$ cat src/hw/rtl/fwdf_pkg.sv
// Shared types, character codes and rounding constants for the decimal formatter.
`default_nettype none

package fwdf_pkg;

  localparam int unsigned BIN_W      = 32;  // integer part of the magnitude
  localparam int unsigned INT_DIGITS = 10;  // decimal digits of a 32-bit integer
  localparam int unsigned BCD_W      = 4 * INT_DIGITS;
  localparam int unsigned CNT_W      = 5;   // counts the BIN_W shift steps
  localparam int unsigned CFG_W      = 6;   // widest configuration register
  localparam int unsigned FD_REG_W   = 5;

  localparam logic [6:0] CH_SPACE = 7'h20;
  localparam logic [6:0] CH_COMMA = 7'h2C;
  localparam logic [6:0] CH_MINUS = 7'h2D;
  localparam logic [6:0] CH_ZERO  = 7'h30;

  localparam logic REG_FIELD_WIDTH     = 1'b0;
  localparam logic REG_FRACTION_DIGITS = 1'b1;

  typedef enum logic [3:0] {
    ST_IDLE,
    ST_ROUND,
    ST_CONV,
    ST_LEN,
    ST_PAD,
    ST_SIGN,
    ST_INT,
    ST_COMMA,
    ST_FRAC
  } state_e;

  // converter status toward the sequencer
  typedef struct packed {
    logic             done;
    logic [BCD_W-1:0] digits;
  } bcd_rsp_t;

  // half a unit of the last printed digit in units of 2^-32, truncated
  function automatic logic [BIN_W-1:0] round_inc(input logic [FD_REG_W-1:0] fd);
    logic [BIN_W-1:0] r;
    unique case (fd)
      5'd0:    r = 32'd2147483648;
      5'd1:    r = 32'd214748364;
      5'd2:    r = 32'd21474836;
      5'd3:    r = 32'd2147483;
      5'd4:    r = 32'd214748;
      5'd5:    r = 32'd21474;
      5'd6:    r = 32'd2147;
      5'd7:    r = 32'd214;
      5'd8:    r = 32'd21;
      5'd9:    r = 32'd2;
      default: r = '0;
    endcase
    return r;
  endfunction

endpackage

`default_nettype wire

$ cat src/hw/rtl/fwdf_bcd.sv
// Iterative binary to BCD converter, one shift-and-adjust step per cycle.
`default_nettype none

module fwdf_bcd (
  input  wire logic                        clk_i,
  input  wire logic                        rst_ni,
  input  wire logic                        start_i,
  input  wire logic [fwdf_pkg::BIN_W-1:0]  bin_i,
  output fwdf_pkg::bcd_rsp_t               rsp_o
);

  logic                           busy_q, busy_d;
  logic                           done_q, done_d;
  logic [fwdf_pkg::CNT_W-1:0]     cnt_q, cnt_d;
  logic [fwdf_pkg::BIN_W-1:0]     bin_q, bin_d;
  logic [fwdf_pkg::BCD_W-1:0]     bcd_q, bcd_d;
  logic [fwdf_pkg::BCD_W-1:0]     bcd_adj;

  // add 3 to every digit of 5 or more before the shift
  always_comb begin
    for (int i = 0; i < fwdf_pkg::INT_DIGITS; i++) begin
      if (bcd_q[i*4 +: 4] >= 4'd5) begin
        bcd_adj[i*4 +: 4] = bcd_q[i*4 +: 4] + 4'd3;
      end else begin
        bcd_adj[i*4 +: 4] = bcd_q[i*4 +: 4];
      end
    end
  end

  always_comb begin
    busy_d = busy_q;
    done_d = 1'b0;
    cnt_d  = cnt_q;
    bin_d  = bin_q;
    bcd_d  = bcd_q;
    if (start_i) begin
      busy_d = 1'b1;
      cnt_d  = '0;
      bin_d  = bin_i;
      bcd_d  = '0;
    end else if (busy_q) begin
      bcd_d = {bcd_adj[fwdf_pkg::BCD_W-2:0], bin_q[fwdf_pkg::BIN_W-1]};
      bin_d = {bin_q[fwdf_pkg::BIN_W-2:0], 1'b0};
      cnt_d = cnt_q + 1'b1;
      if (cnt_q == fwdf_pkg::CNT_W'(fwdf_pkg::BIN_W - 1)) begin
        busy_d = 1'b0;
        done_d = 1'b1;
      end
    end
  end

  always_ff @(posedge clk_i or negedge rst_ni) begin
    if (!rst_ni) begin
      busy_q <= 1'b0;
      done_q <= 1'b0;
      cnt_q  <= '0;
    end else begin
      busy_q <= busy_d;
      done_q <= done_d;
      cnt_q  <= cnt_d;
    end
  end

  always_ff @(posedge clk_i) begin
    bin_q <= bin_d;
    bcd_q <= bcd_d;
  end

  assign rsp_o.done   = done_q;
  assign rsp_o.digits = bcd_q;

endmodule

`default_nettype wire

$ cat src/hw/rtl/fixed_width_decimal_formatter.sv
// Top level: formats a signed Q31.32 value as right-justified decimal text.
`default_nettype none

// One transaction is taken when start_i is high and busy_o is low; busy_o then
// stays high until the last character has gone out. The value is rounded, its
// integer part goes through a bit-serial BCD converter that shifts in one bit per
// step and then reports completion, the text is sized, and then one character
// leaves per cycle on char_code_o with out_valid_o high for that cycle only;
// last_o marks the final one. The receiver cannot stall the output: each
// character must be taken in the cycle it is shown. Configuration writes are
// meant for idle periods; an out-of-range width is saturated to MAX_WIDTH, and
// the fraction setting keeps its low five bits, saturated to MAX_FRACTION_DIGITS.
module fixed_width_decimal_formatter #(
  parameter int unsigned MAX_WIDTH           = 40,
  parameter int unsigned MAX_FRACTION_DIGITS = 16
) (
  input  wire logic                        clk_i,
  input  wire logic                        rst_ni,
  input  wire logic                        cfg_we_i,
  input  wire logic                        cfg_idx_i,
  input  wire logic [fwdf_pkg::CFG_W-1:0]  cfg_wdata_i,
  input  wire logic                        start_i,
  input  wire logic signed [63:0]          value_i,
  output logic                             busy_o,
  output logic                             out_valid_o,
  output logic [6:0]                       char_code_o,
  output logic                             last_o
);

  localparam int unsigned WW = $clog2(MAX_WIDTH + 1);
  localparam int unsigned FW = $clog2(MAX_FRACTION_DIGITS + 1);

  fwdf_pkg::state_e state_q, state_d;

  logic [fwdf_pkg::CFG_W-1:0]    field_width_q;
  logic [fwdf_pkg::FD_REG_W-1:0] fraction_digits_q;

  logic                          neg_q;
  logic [63:0]                   mag_q, mag_d;
  logic [fwdf_pkg::BIN_W-1:0]    frac_q, frac_d;
  logic [WW-1:0]                 pad_q, pad_d;
  logic [3:0]                    idx_q, idx_d;
  logic [FW-1:0]                 fcnt_q, fcnt_d;

  logic [FW-1:0]                 fd_eff;
  logic [WW-1:0]                 width_eff;
  logic [63:0]                   sum;
  logic [35:0]                   frac_x10;
  logic [3:0]                    nint;
  logic [WW-1:0]                 len;
  logic [WW-1:0]                 pad_calc;
  logic [3:0]                    int_digit;
  logic                          conv_start;
  fwdf_pkg::bcd_rsp_t            conv_rsp;

  assign fd_eff = (fraction_digits_q > MAX_FRACTION_DIGITS) ? FW'(MAX_FRACTION_DIGITS)
                                                            : FW'(fraction_digits_q);
  assign width_eff = (field_width_q > MAX_WIDTH) ? WW'(MAX_WIDTH) : WW'(field_width_q);

  assign sum        = mag_q + {32'd0, fwdf_pkg::round_inc(fwdf_pkg::FD_REG_W'(fd_eff))};
  assign conv_start = (state_q == fwdf_pkg::ST_ROUND);
  assign frac_x10   = {1'b0, frac_q, 3'b000} + {3'b000, frac_q, 1'b0};
  assign int_digit  = conv_rsp.digits[idx_q*4 +: 4];

  fwdf_bcd u_bcd (
    .clk_i   (clk_i),
    .rst_ni  (rst_ni),
    .start_i (conv_start),
    .bin_i   (sum[63:32]),
    .rsp_o   (conv_rsp)
  );

  // significant integer digits, at least one
  always_comb begin
    nint = 4'd1;
    for (int i = 1; i < fwdf_pkg::INT_DIGITS; i++) begin
      if (conv_rsp.digits[i*4 +: 4] != 4'd0) begin
        nint = 4'(i + 1);
      end
    end
  end

  always_comb begin
    len = WW'(neg_q) + WW'(nint);
    if (fd_eff != '0) begin
      len = len + WW'(fd_eff) + WW'(1);
    end
    pad_calc = (width_eff > len) ? (width_eff - len) : '0;
  end

  // next state
  always_comb begin
    state_d = state_q;
    unique case (state_q)
      fwdf_pkg::ST_IDLE:  if (start_i) state_d = fwdf_pkg::ST_ROUND;
      fwdf_pkg::ST_ROUND: state_d = fwdf_pkg::ST_CONV;
      fwdf_pkg::ST_CONV:  if (conv_rsp.done) state_d = fwdf_pkg::ST_LEN;
      fwdf_pkg::ST_LEN: begin
        priority if (pad_calc != '0) state_d = fwdf_pkg::ST_PAD;
        else if (neg_q)              state_d = fwdf_pkg::ST_SIGN;
        else                         state_d = fwdf_pkg::ST_INT;
      end
      fwdf_pkg::ST_PAD: begin
        if (pad_q == WW'(1)) state_d = neg_q ? fwdf_pkg::ST_SIGN : fwdf_pkg::ST_INT;
      end
      fwdf_pkg::ST_SIGN:  state_d = fwdf_pkg::ST_INT;
      fwdf_pkg::ST_INT: begin
        if (idx_q == 4'd0) state_d = (fd_eff != '0) ? fwdf_pkg::ST_COMMA : fwdf_pkg::ST_IDLE;
      end
      fwdf_pkg::ST_COMMA: state_d = fwdf_pkg::ST_FRAC;
      fwdf_pkg::ST_FRAC:  if (fcnt_q == FW'(1)) state_d = fwdf_pkg::ST_IDLE;
      default:            state_d = fwdf_pkg::ST_IDLE;
    endcase
  end

  // datapath and counters
  always_comb begin
    mag_d  = mag_q;
    frac_d = frac_q;
    pad_d  = pad_q;
    idx_d  = idx_q;
    fcnt_d = fcnt_q;
    unique case (state_q)
      fwdf_pkg::ST_IDLE: begin
        // two's complement negate gives 2^63 exactly for the most negative input
        mag_d = value_i[63] ? (~value_i + 64'd1) : value_i;
      end
      fwdf_pkg::ST_ROUND: frac_d = sum[31:0];
      fwdf_pkg::ST_LEN: begin
        pad_d  = pad_calc;
        idx_d  = nint - 4'd1;
        fcnt_d = fd_eff;
      end
      fwdf_pkg::ST_PAD:   pad_d = pad_q - WW'(1);
      fwdf_pkg::ST_INT:   idx_d = idx_q - 4'd1;
      fwdf_pkg::ST_FRAC: begin
        frac_d = frac_x10[31:0];
        fcnt_d = fcnt_q - FW'(1);
      end
      default: ;
    endcase
  end

  // outputs
  always_comb begin
    busy_o      = (state_q != fwdf_pkg::ST_IDLE);
    out_valid_o = 1'b0;
    char_code_o = fwdf_pkg::CH_SPACE;
    last_o      = 1'b0;
    unique case (state_q)
      fwdf_pkg::ST_PAD: out_valid_o = 1'b1;
      fwdf_pkg::ST_SIGN: begin
        out_valid_o = 1'b1;
        char_code_o = fwdf_pkg::CH_MINUS;
      end
      fwdf_pkg::ST_INT: begin
        out_valid_o = 1'b1;
        char_code_o = fwdf_pkg::CH_ZERO + {3'b000, int_digit};
        last_o      = (idx_q == 4'd0) && (fd_eff == '0);
      end
      fwdf_pkg::ST_COMMA: begin
        out_valid_o = 1'b1;
        char_code_o = fwdf_pkg::CH_COMMA;
      end
      fwdf_pkg::ST_FRAC: begin
        out_valid_o = 1'b1;
        char_code_o = fwdf_pkg::CH_ZERO + {3'b000, frac_x10[35:32]};
        last_o      = (fcnt_q == FW'(1));
      end
      default: ;
    endcase
  end

  always_ff @(posedge clk_i or negedge rst_ni) begin
    if (!rst_ni) begin
      state_q           <= fwdf_pkg::ST_IDLE;
      field_width_q     <= fwdf_pkg::CFG_W'(10);
      fraction_digits_q <= fwdf_pkg::FD_REG_W'(2);
      neg_q             <= 1'b0;
      pad_q             <= '0;
      idx_q             <= '0;
      fcnt_q            <= '0;
    end else begin
      state_q <= state_d;
      pad_q   <= pad_d;
      idx_q   <= idx_d;
      fcnt_q  <= fcnt_d;
      if (state_q == fwdf_pkg::ST_IDLE && start_i) begin
        neg_q <= value_i[63];
      end
      if (cfg_we_i) begin
        unique case (cfg_idx_i)
          fwdf_pkg::REG_FIELD_WIDTH:     field_width_q     <= cfg_wdata_i;
          fwdf_pkg::REG_FRACTION_DIGITS: fraction_digits_q <= cfg_wdata_i[fwdf_pkg::FD_REG_W-1:0];
          default: ;
        endcase
      end
    end
  end

  always_ff @(posedge clk_i) begin
    mag_q  <= mag_d;
    frac_q <= frac_d;
  end

endmodule

`default_nettype wire

$ cat config.mk
export PLATFORM = sky130hd
export DESIGN_NAME = fixed_width_decimal_formatter
export DESIGN_NICKNAME = d
export VERILOG_FILES = /design/src/hw/rtl/fwdf_pkg.sv /design/src/hw/rtl/fwdf_bcd.sv /design/src/hw/rtl/fixed_width_decimal_formatter.sv
export SDC_FILE = /design/constraint.sdc
export NUM_CORES = 1
export LEC_CHECK = 0
export CAP_MARGIN = 0
export CORE_MARGIN = 8
export CORE_UTILIZATION = 50
export CTS_BUF_LIST = sky130_fd_sc_hd__clkbuf_4
export DETAILED_ROUTE_END_ITERATION = 16
export DONT_BUFFER_PORTS = 1
export PLACE_DENSITY = 0.7
export SLEW_MARGIN = 40
export SYNTH_ARGS = -nofsm -noshare
export SYNTH_HDL_FRONTEND = slang
export SYNTH_SLANG_ARGS = --single-unit
$ cat constraint.sdc
create_clock -name clk_i -period 10.65 [get_ports clk_i]
set_input_delay 2.13 -clock clk_i [delete_from_list [all_inputs] [get_ports clk_i]]
set_output_delay 2.13 -clock clk_i [all_outputs]
set_load 0.01 [all_outputs]
==> impl_results.md <==
- Worst vdd ir: 0.125 mV
- CTS tree: built
- Synth Instances: 1,692
- FF+latch count, synth: 206
- RD Place Congestion: 0.870
- Final antenna-violating net count: 0
- Clock Sinks: 206
- Post-Route WL: 34,700 um
- Largest stage delay on the critical path: 630 ps
- Mux contribution to synthesized area: 0.0419
- CTS hold repair buffers: 0
- HP Class: register to register
- CP cell instances: ha_1, inv_1, fa_1, nand2b_1, a21oi_1, o311a_1, o21ai_0, a21oi_1, or3_1, a31oi_1, or4b_2, nand3_1
- Final Hold Fails: 0
- Cts repair resizes: 0
- Fmax: between 0.15 and 0.2 GHz
- Final setup vio count: 0
- Via count: 12,300
- Power density cells: 277 nW/um2
- Multi-input logic area: between 9000 and 10,000 um2
- Final Cycle Share: 0.566
- CTS Root Cell: clkbuf_4
- Grt ovf: 0
- Slew Viols, Final: 0
- CP Launch Type: register
- Drt drc: 0
- Layout Nets: 1,875
- Clock slew at reported path FFs: 70 ps
- Placed wire-length estimate: between 20,000 and 30,000 um
- Ys async rst share: 0.184
- Pre-CTS setup slack: 5280 ps
- Dominant synthesized flop cell: edfxtp_1
- Met2 routed WL: 14,700 um
- Met3 wire length: 2250 um
- Die width: 191 um
- TritonCTS Buffers: 56
- Port bufs: 0
- Die Ht: 191 um
- Max-slew headroom: 0.505
- Post-Synth XOR/XNOR Area: 0.0954
- Crit-path slowest cell: or4b_2
- Max cap viols: 0
- Final WS setup: 4620 ps
- EDFF count, synth: 128
- Lkg Pwr: 0.00643 uW
- First-pass GRT wire length: 58,300 um
- DRT Pass-1 Iters: 5
- Setup CP Type: register to output pin
- Post-CTS Setup Bufs: 0
- Initial antenna violation count: 1
- Largest family of logic cells by synthesized area: compound AO/OA/AOI/OAI gates
- Synth Area in Simple Gates: 0.183
- Crit-path most repeated cell: a21oi_1
- Std-Cell Rows: 64
- Routed length per instance: 16.2 um
- Clock buffer depth: 3
- Tmin final: 6030 ps
- Full die area: between 30,000 and 40,000 um2
- Detailed Route Iter0 Violations: 717
- Fillers: 2,799
- Synth Area in Compound Gates: 0.187
- CP Data Required Time: around 8500 ps
- Largest net degree at the start of global routing: 68
- Clk_lat worst skew: around 730 ps
- Synthesized area per cell: 9.00 um2
- WP data arrival: 3900 ps
- Core Area: between 30,000 and 40,000 um2
- Unique masters post-synth: 79
- Total Routing Usage GR: 0.191
- Status: complete, no violations
- CP Max Fanout: 3
- Layout Utilization: 0.538
- Synth Cell Area: approximately 15,000 um2
- Number of global-route vias before repair: 11,900
- Post-Synth Adder-Cell Area: 0.0915
- Area Overhead vs Synth: 6.96%
- Actual slew at the worst max-slew pin: 736 ps
- Commonest non-fill, non-tap cell in the layout: nand2_1
- Post-route setup TNS: 0 ps
- Met1 wire length: approximately 17,000 um
- H-tree depth: 2
- RSZ-0062 raised after global routing: false
- Clock skew: 67.1 ps
- CP endpoint kind: output pin
- Sequential fraction of the synthesis area: 0.367
- Register cell area after layout: about 5600 um2
- Top Metal Used: met4
- Initial Utilization: 0.503
- Synthesis Warnings: 0
- Layout cell share with drive strength beyond 1: 0.0891
- DR vias/cell: 5.77
- Most frequent cells in the layout: 171 x nand2_1, 155 x o21ai_0, 133 x a21oi_1, 132 x xnor2_1, 128 x edfxtp_1
- Top-level port count: 85
worst max-delay path: cells and delay by family (launching register included):
family,cells,cell delay (ps)
AOI/OAI and AO/OA,5,1050
DFF,1,360
and+or+nand+nor,4,1180
adders and majority gates,2,590
buffers and inverters,1,60
cells by family (layout without fill, tap and decap cells):
| kind of cell | Yosys count | after routing |
|---|---|---|
| buf+inv | 132 | 178 |
| compound gates | 468 | 468 |
| simple gates | 557 | 557 |
| flops | 206 | 206 |
| fa+ha+maj | 109 | 109 |
| xor+xnor | 166 | 166 |
| other cells | 2 | 4 |
| mux | 52 | 52 |
synthesized netlist by cell type, drive strengths merged, types with 10 or more instances:
cell / number / share of area
nor3: 37 / 0.013
o21bai: 11 / 0.0054
a31oi: 13 / 0.0053
o22ai: 10 / 0.0041
xnor2: 132 / 0.076
nor2: 124 / 0.031
nand2b: 38 / 0.016
inv: 61 / 0.015
ha: 105 / 0.086
o21a: 11 / 0.0054
mux2: 14 / 0.010
nand3: 41 / 0.014
a21oi: 133 / 0.044
nor3b: 12 / 0.0059
clkbuf: 63 / 0.016
nand4: 15 / 0.0062
o31ai: 27 / 0.013
edfxtp: 128 / 0.25
mux2i: 30 / 0.020
a21o: 30 / 0.015
and2: 16 / 0.0066
nand2: 171 / 0.042
o21ai: 155 / 0.051
o41ai: 12 / 0.0079
nor2b: 14 / 0.0057
nor4: 12 / 0.0059
dfrtp: 35 / 0.057
xor2: 34 / 0.020
or4: 17 / 0.0089
dfxtp: 40 / 0.053
and3: 14 / 0.0057
a211oi: 15 / 0.0074
or3: 21 / 0.0097
power by group:
group | internal, uW | switching, uW
clock network | 352 | 346
registers | 1240 | 257
logic | 976 | 1340
total | 2570 | 1940
flip-flops by register name, indices dropped and copies added (netlist names):
signal,flops
neg_q,1
frac_q,32
u_bcd.done_q,1
mag_q,64
idx_q,4
field_width_q,6
u_bcd.busy_q,1
pad_q,6
fraction_digits_q,5
state_q,4
u_bcd.cnt_q,5
u_bcd.bin_q,32
fcnt_q,5
u_bcd.bcd_q,40
area by class of cell:
| class | instances | share of cell area |
|---|---|---|
| Multi-Input combinational cell | 1355 | 0.562 |
| Antenna cell | 1 | 0.000154 |
| Timing Repair Buffer | 11 | 0.00584 |
| Tap cell | 396 | 0.0304 |
| Inverter | 61 | 0.0141 |
| Clock inverter | 26 | 0.00714 |
| Clock buffer | 80 | 0.0369 |
| Sequential cell | 206 | 0.344 |
path summary, 6_finish.rpt:
path | start | cells past startpoint | endpoint | slack, ps
setup / recovery | frac_q[2]$_DFFE_PP_ | 12 | char_code_o[1] | 4620
hold / removal | u_bcd.bcd_q[39]$_SDFFE_PP0P_ | 2 | u_bcd.bcd_q[39]$_SDFFE_PP0P_ | 500
setup reg to reg | fraction_digits_q[4]$_DFFE_PN0P_ | 20 | u_bcd.bin_q[24]$_DFFE_PP_ | 5540
hold reg to reg | u_bcd.bcd_q[39]$_SDFFE_PP0P_ | 2 | u_bcd.bcd_q[39]$_SDFFE_PP0P_ | 500
max in group asynchronous | rst_ni | 0 | field_width_q[1]$_DFFE_PN1P_ | 9310
min in group asynchronous | rst_ni | 0 | pad_q[4]$_DFFE_PN0P_ | 1100
metal layers:
layer	track usage	vias to the layer above
met1	0.263	5729
met3	0.0448	67
met2	0.292	305
met4	0.0683	0
met5	0	-
li1	-	6223
through the flow:
step | hold WS, ps | power, uW | cells | area [um2]
after CTS | 497 | 4520 | 2134 | 16300
after global routing | 510 | 4940 | 2136 | 16300
after floorplan | 457 | 3290 | 1693 | 15200
after global placement | 476 | 3740 | 2028 | 15600
after detailed placement | 487 | 3800 | 2028 | 15600
final | 500 | 4510 | 2136 | 16300
Note: power is estimated with default switching activity, not from simulation.
